===== src/rtl/core/assert_macros.svh =====
// Assertion helpers shared by the RTL of the tempo-map accumulator.
// Needs clk_i and rst_ni in the scope where a macro is used.
`ifndef ASSERT_MACROS_SVH
`define ASSERT_MACROS_SVH

// same-cycle implication
`define ASSERT_IMP(lbl, ante, cons, msg) \
  lbl: assert property (@(posedge clk_i) disable iff (!rst_ni) (ante) |-> (cons)) \
    else $error(msg);

// next-cycle implication
`define ASSERT_NXT(lbl, ante, cons, msg) \
  lbl: assert property (@(posedge clk_i) disable iff (!rst_ni) (ante) |=> (cons)) \
    else $error(msg);

`endif


===== src/rtl/core/tmacc_pkg.sv =====
// Types and constants of the tempo-map time accumulator.
// No dependencies.
package tmacc_pkg;

  typedef enum logic {
    OpTempo   = 1'b0,
    OpSongEnd = 1'b1
  } op_e;

  localparam logic CfgTimerFreq = 1'b0;
  localparam logic CfgTpq       = 1'b1;

  localparam int TickW  = 32;
  localparam int TempoW = 24;
  localparam int FreqW  = 32;
  localparam int TpqW   = 15;
  localparam int TimeW  = 64;
  localparam int MulW   = FreqW + TempoW;  // timer_freq * tempo
  localparam int NumW   = MulW + 1;        // plus half the divisor
  localparam int DenW   = 35;              // 1e6 * 32767 fits
  localparam int CfgW   = 32;

  localparam int QueueDepth = 2;
  localparam int QPtrW      = $clog2(QueueDepth);
  localparam int QCntW      = $clog2(QueueDepth + 1);

  localparam logic [TempoW-1:0] DefaultTempo  = 24'd500000;
  localparam logic [DenW-1:0]   MicrosPerSec  = 35'd1000000;
  localparam logic [FreqW-1:0]  TimerFreqRst  = 32'd1000000000;
  localparam logic [TpqW-1:0]   TpqRst        = 15'd480;

  typedef struct packed {
    logic              operation;
    logic [TickW-1:0]  event_tick;
    logic [TempoW-1:0] tempo_value;
  } in_item_t;

  typedef struct packed {
    logic [TimeW-1:0] time_position;
    logic             song_done;
  } out_item_t;

  typedef struct packed {
    logic     valid;
    logic     song_end;
    in_item_t item;
  } queue_out_t;

  typedef struct packed {
    logic            start;
    logic [NumW-1:0] num;
    logic [DenW-1:0] den;
  } div_req_t;

  typedef struct packed {
    logic            done;
    logic [NumW-1:0] quo;
  } div_rsp_t;

endpackage


===== src/rtl/core/tmacc_front.sv =====
// Input side: accepts items, tags song-end items and queues them for the back end.
// Depends on tmacc_pkg.
module tmacc_front import tmacc_pkg::*; (
  input  logic       clk_i,
  input  logic       rst_ni,
  input  logic       in_valid_i,
  output logic       in_stall_o,
  input  in_item_t   in_item_i,
  output queue_out_t q_out_o,
  input  logic       pop_i
);

  typedef struct packed {
    logic     song_end;
    in_item_t item;
  } entry_t;

  entry_t           mem_q [QueueDepth];
  logic [QPtrW-1:0] wr_ptr_q, wr_ptr_d, rd_ptr_q, rd_ptr_d;
  logic [QCntW-1:0] cnt_q, cnt_d;
  logic             push, pop;

  assign in_stall_o = (cnt_q == QCntW'(QueueDepth));
  assign push       = in_valid_i && !in_stall_o;
  assign pop        = pop_i && (cnt_q != '0);

  always_comb begin
    wr_ptr_d = wr_ptr_q;
    rd_ptr_d = rd_ptr_q;
    cnt_d    = cnt_q;
    if (push) begin
      wr_ptr_d = (wr_ptr_q == QPtrW'(QueueDepth - 1)) ? '0 : wr_ptr_q + 1'b1;
    end
    if (pop) begin
      rd_ptr_d = (rd_ptr_q == QPtrW'(QueueDepth - 1)) ? '0 : rd_ptr_q + 1'b1;
    end
    if (push && !pop) begin
      cnt_d = cnt_q + 1'b1;
    end else if (pop && !push) begin
      cnt_d = cnt_q - 1'b1;
    end
  end

  always_ff @(posedge clk_i or negedge rst_ni) begin
    if (!rst_ni) begin
      wr_ptr_q <= '0;
      rd_ptr_q <= '0;
      cnt_q    <= '0;
    end else begin
      wr_ptr_q <= wr_ptr_d;
      rd_ptr_q <= rd_ptr_d;
      cnt_q    <= cnt_d;
    end
  end

  always_ff @(posedge clk_i) begin
    if (push) begin
      mem_q[wr_ptr_q].song_end <= (in_item_i.operation == OpSongEnd);
      mem_q[wr_ptr_q].item     <= in_item_i;
    end
  end

  always_comb begin
    q_out_o.valid    = (cnt_q != '0);
    q_out_o.song_end = mem_q[rd_ptr_q].song_end;
    q_out_o.item     = mem_q[rd_ptr_q].item;
  end

endmodule


===== config.mk =====
export PLATFORM = sky130hd
export DESIGN_NAME = tmacc_front
export DESIGN_NICKNAME = d
export VERILOG_FILES = /design/src/rtl/core/assert_macros.svh /design/src/rtl/core/tmacc_pkg.sv /design/src/rtl/core/tmacc_front.sv
export SDC_FILE = /design/constraint.sdc
export NUM_CORES = 1
export LEC_CHECK = 0
export BUFFER_PORTS_ARGS = -buffer_cell sky130_fd_sc_hd__buf_2
export CAP_MARGIN = 10
export CORE_ASPECT_RATIO = 1.75
export CORE_MARGIN = 3
export CORE_UTILIZATION = 38
export DETAILED_ROUTE_END_ITERATION = 12
export PLACE_DENSITY = 0.71
export SYNTH_ARGS = -nofsm -noshare
export SYNTH_HDL_FRONTEND = slang
export SYNTH_SLANG_ARGS = --single-unit

===== constraint.sdc =====
create_clock -name clk_i -period 4.25 [get_ports clk_i]
set_clock_uncertainty 0.05 [all_clocks]
set_input_delay 0.425 -clock clk_i [delete_from_list [all_inputs] [get_ports clk_i]]
set_output_delay 0.425 -clock clk_i [all_outputs]
set_load 0.1 [all_outputs]

# Word level (Yosys, flattened, before mapping)
# Memories as Yosys holds them, arrays and structs flattened.
# Cells that the tools add are included.
[totals]
out_inout_bits = 60
n_memories = 1
ramBits = 116
inputBits = 61
word_cells = 24
reg_bits = 4
[classes]
n_reduce_logical = 9
add_sub_neg = 4
n_mux = 6
eq_ne = 1
[mem_list]
columns = ["name", "depth", "word_bits", "read_ports", "rd_ports_with_merged_regs", "write_ports", "line_no", "rtl"]
rows = [
  ["mem_q", 2, 58, 1, 0, 1, "tmacc_front.sv:18", "entry_t mem_q [QueueDepth];"],
]
[ops]
columns = ["cell", "count"]
rows = [
  ["1-bit logical AND", 4],
  ["1-bit 2-to-1 mux", 4],
  ["2-bit 2-to-1 mux", 2],
  ["2-bit nonzero test", 2],
  ["1-bit logical NOT", 3],
  ["1-bit adder, second input constant", 2],
  ["2-bit by 1-bit adder with 2-bit output, second input constant", 1],
  ["2-bit == test, second input constant", 1],
  ["2-bit by 1-bit subtractor with 2-bit output, second input constant", 1],
]

# Logic depth before layout (Yosys ltp)
[depth]
word_depth = 7
ltp_mapped = 7

# Worst setup path after synthesis
# OpenSTA, ideal clock, no wires.
[synth_path]
kind = "register to register"
startpoint = "register cnt_q[0]"
endpoint = "memory mem_q[0][0] (netlist bit) (enable)"
path_buffers = 0
slack_ns = 0.718
arrival_time_ns = 3.010
required_time_ns = 3.728
path_stages_with_launch = 4
cell_sequence = "dfrtp_1 > nand2b_1 > nand2_1 > nor2_1"
[synth_via]
elab_chain_len = 5
[synth_lines]
columns = ["element", "line_no", "rtl"]
rows = [
  ["from (decl)", "tmacc_front.sv:20", "logic [QCntW-1:0] cnt_q, cnt_d;"],
  ["from (signal assigned)", "tmacc_front.sv:52", "cnt_q <= cnt_d;"],
  ["2-bit == test", "tmacc_front.sv:23", "assign in_stall_o = (cnt_q == QCntW'(QueueDepth));"],
  ["1-bit logical NOT", "tmacc_front.sv:24", "assign push = in_valid_i && !in_stall_o;"],
  ["1-bit logical AND", "tmacc_front.sv:24", ""],
  ["1-bit 2-to-1 mux", "tmacc_front.sv:57", "if (push) begin"],
  ["1-bit 2-to-1 mux (not written as such)", "tmacc_front.sv:59", "mem_q[wr_ptr_q].item <= in_item_i;"],
  ["to (decl)", "tmacc_front.sv:18", ""],
]
# Every way passes these cells.

==> impl_metrics.env <==
export IMPL_async_flop_share_pct=3.39
export IMPL_antenna_found_initial=1
export IMPL_cts_sinks=118
export IMPL_cap_violations=0
export IMPL_syn_inst=197
export IMPL_finalSetupViolations=0
export IMPL_insertion_delay_ps=390
export IMPL_place_hpwl_um=5250
export IMPL_worstPathArrival_ps=2150
export IMPL_cp_required_ps=3770
export IMPL_ys_seq_area_share_pct=80.2
export IMPL_cts_resized=0
export IMPL_status="finished, final reports clean"
export IMPL_grt_max_degree=43
export IMPL_synth_edf_count=114
export IMPL_die_w_um=87.3
export IMPL_ys_seq_elements=118
export IMPL_path_class="flip-flop to primary output"
export IMPL_tns_ps=0
export IMPL_io_buffer_count=120
export IMPL_cts_tree="yes"
export IMPL_worstPathMaxFanout=26
export IMPL_drtAntennaViolNets=0
export IMPL_cts_root_buf="clkbuf_16"
export IMPL_syn_area_um2=4390
export IMPL_critPathMaxStageDelay_ps=630
export IMPL_die_h_um=148
export IMPL_critPathCaptureType="primary output"
export IMPL_design_core_area_um2=11200
export IMPL_post_cts_buffers=0
export IMPL_num_vias=2213
export IMPL_clkSlewWorstSetupHoldPaths_ps=50
export IMPL_nNetsFinal=396
export IMPL_syn2layout_area_growth_pct=30.5
export IMPL_syn_area_per_cell_um2=22.3
export IMPL_mostFrequentLayoutCell="buf_2"
export IMPL_clockBufferDepth=2
export IMPL_finalCritPeriodShare_pct=61.8
export IMPL_syn_nets=259
export IMPL_die_area_um2=12900
export IMPL_slew_viol_final=0
export IMPL_synth_flop_cell="edfxtp_1"
export IMPL_ys_warn_count=0
export IMPL_grt_pass1_wl_um=11900
export IMPL_hold_violations=0
export IMPL_cp_start_kind="flip-flop"
export IMPL_slowest_stage="dfrtp_2"
export IMPL_synth_distinct_cells=16
export IMPL_min_path_type="input pin to flip-flop"
export IMPL_mostFrequentLayoutCells="120 x buf_2, 114 x edfxtp_1, 37 x mux2_2, 20 x mux2_4, 17 x clkbuf_16"
export IMPL_gr_total_overflow=0
export IMPL_drive_gt1_share_pct=61.7
export IMPL_routed_via_density=4.61
export IMPL_start_util_pct=39.1
export IMPL_firstDrtPassIters=4
export IMPL_io_pins=121
export IMPL_post_route_min_period_ps=2620
export IMPL_h_tree_depth=4
export IMPL_cts_buffers=17
export IMPL_drc=0
export IMPL_rows=51
export IMPL_fmax_mhz=381
export IMPL_drt_total_wl_um=7620
export IMPL_grt_use_total_pct=12.4
export IMPL_max_slew_margin_pct=34.0
export IMPL_rsz0062_at_grt="no"
export IMPL_drt_iter0_markers=90
export IMPL_wire_per_inst_um=15.9
export IMPL_worstMarginPinSlew_ps=991
export IMPL_grt_pass1_vias=2397
export IMPL_globalplace_congestion=0.647
export IMPL_crit_chain="buf_4, mux2_2, buf_2"
==> per-layer routing <==
metal	vias to the layer above	global-route usage, %	share of wire [%]
met5	-	0	0
met2	71	22.5	58
met3	14	4.32	5.8
met1	1077	11.6	34
met4	0	7.37	2.5
li1	1051	-	-
==> critical path, delay by kind of cell, from the launching register on <==
family	cells	cell delay [ps]
mux	1	390
flops	1	630
buf+inv	2	720
==> cells by family after synthesis <==
group | Yosys count | synth area share, %
xor gates and xnor gates | 5 | 0.997
adders and majority gates | 1 | 0.285
buffers and inverters | 9 | 1.45
DFF | 118 | 80.2
muxes | 57 | 16.3
and+or+nand+nor | 7 | 0.769
==> metrics by stage <==
stage                     hold WS (ps)  area (um^2)  cells  worst slack (ps)  utilization (%)
after global routing               146         5740    480              1500             51.1
after detailed placement           191         5140    446              1950             45.8
final                              167         5740    480              1630             51.1
after CTS                          146         5730    479              1560             51.0
after global placement             186         5140    446              1980             45.8
after floorplan                   79.4         4390    197               718                -
==> state kept, by name, indices dropped and copies added (netlist names) <==
name	flops
rd_ptr_q	1
wr_ptr_q	1
cnt_q	2
mem_q	114
==> cells in the mapped netlist (2+ instances only) <==
library cell | count | area (um^2)
buf_6 | 3 | 33.8
nand2_1 | 2 | 7.51
buf_2 | 3 | 15.0
xor2_1 | 2 | 17.5
nor2_1 | 2 | 7.51
inv_1 | 2 | 7.51
dfrtp_1 | 4 | 100
edfxtp_1 | 114 | 3420
xnor2_1 | 3 | 26.3
mux2_2 | 37 | 417
mux2_4 | 20 | 300
==> worst paths after layout <==
check                                     start                endpoint  slack, ps  cells past startpoint
setup / recovery           rd_ptr_q$_DFFE_PN0P_             q_out_o[45]       1630                      3
max in group asynchronous                rst_ni    rd_ptr_q$_DFFE_PN0P_       3690                      2
hold / removal                    in_item_i[54]  mem_q[1][54]$_DFFE_PP_        170                      1
setup reg to reg           cnt_q[0]$_DFFE_PN0P_  mem_q[0][30]$_DFFE_PP_       1990                      4
min in group asynchronous                rst_ni    cnt_q[1]$_DFFE_PN0P_        330                      2
hold reg to reg            cnt_q[1]$_DFFE_PN0P_    cnt_q[1]$_DFFE_PN0P_        450                      1
==> final cells by class <==
cell class	instances	area, um^2
clock buffers	23	478
flip-flops and latches	118	3520
inverters	2	7.51
clock inverters	9	101
repair buffers	125	641
well taps	132	165
diodes	1	2.50
multi-input cells	70	816
fillers	968	5500
==> what timing repair did <==
item / CTS / global route
setup endpoints to repair: 0 / 0
endpoints found under the hold margin: 4 / 0
hold buffers: 1 / 0
Power is left out: the tool's default activity adds up to more than one toggle a clock period on the data nets, which glitch-free logic cannot reach.
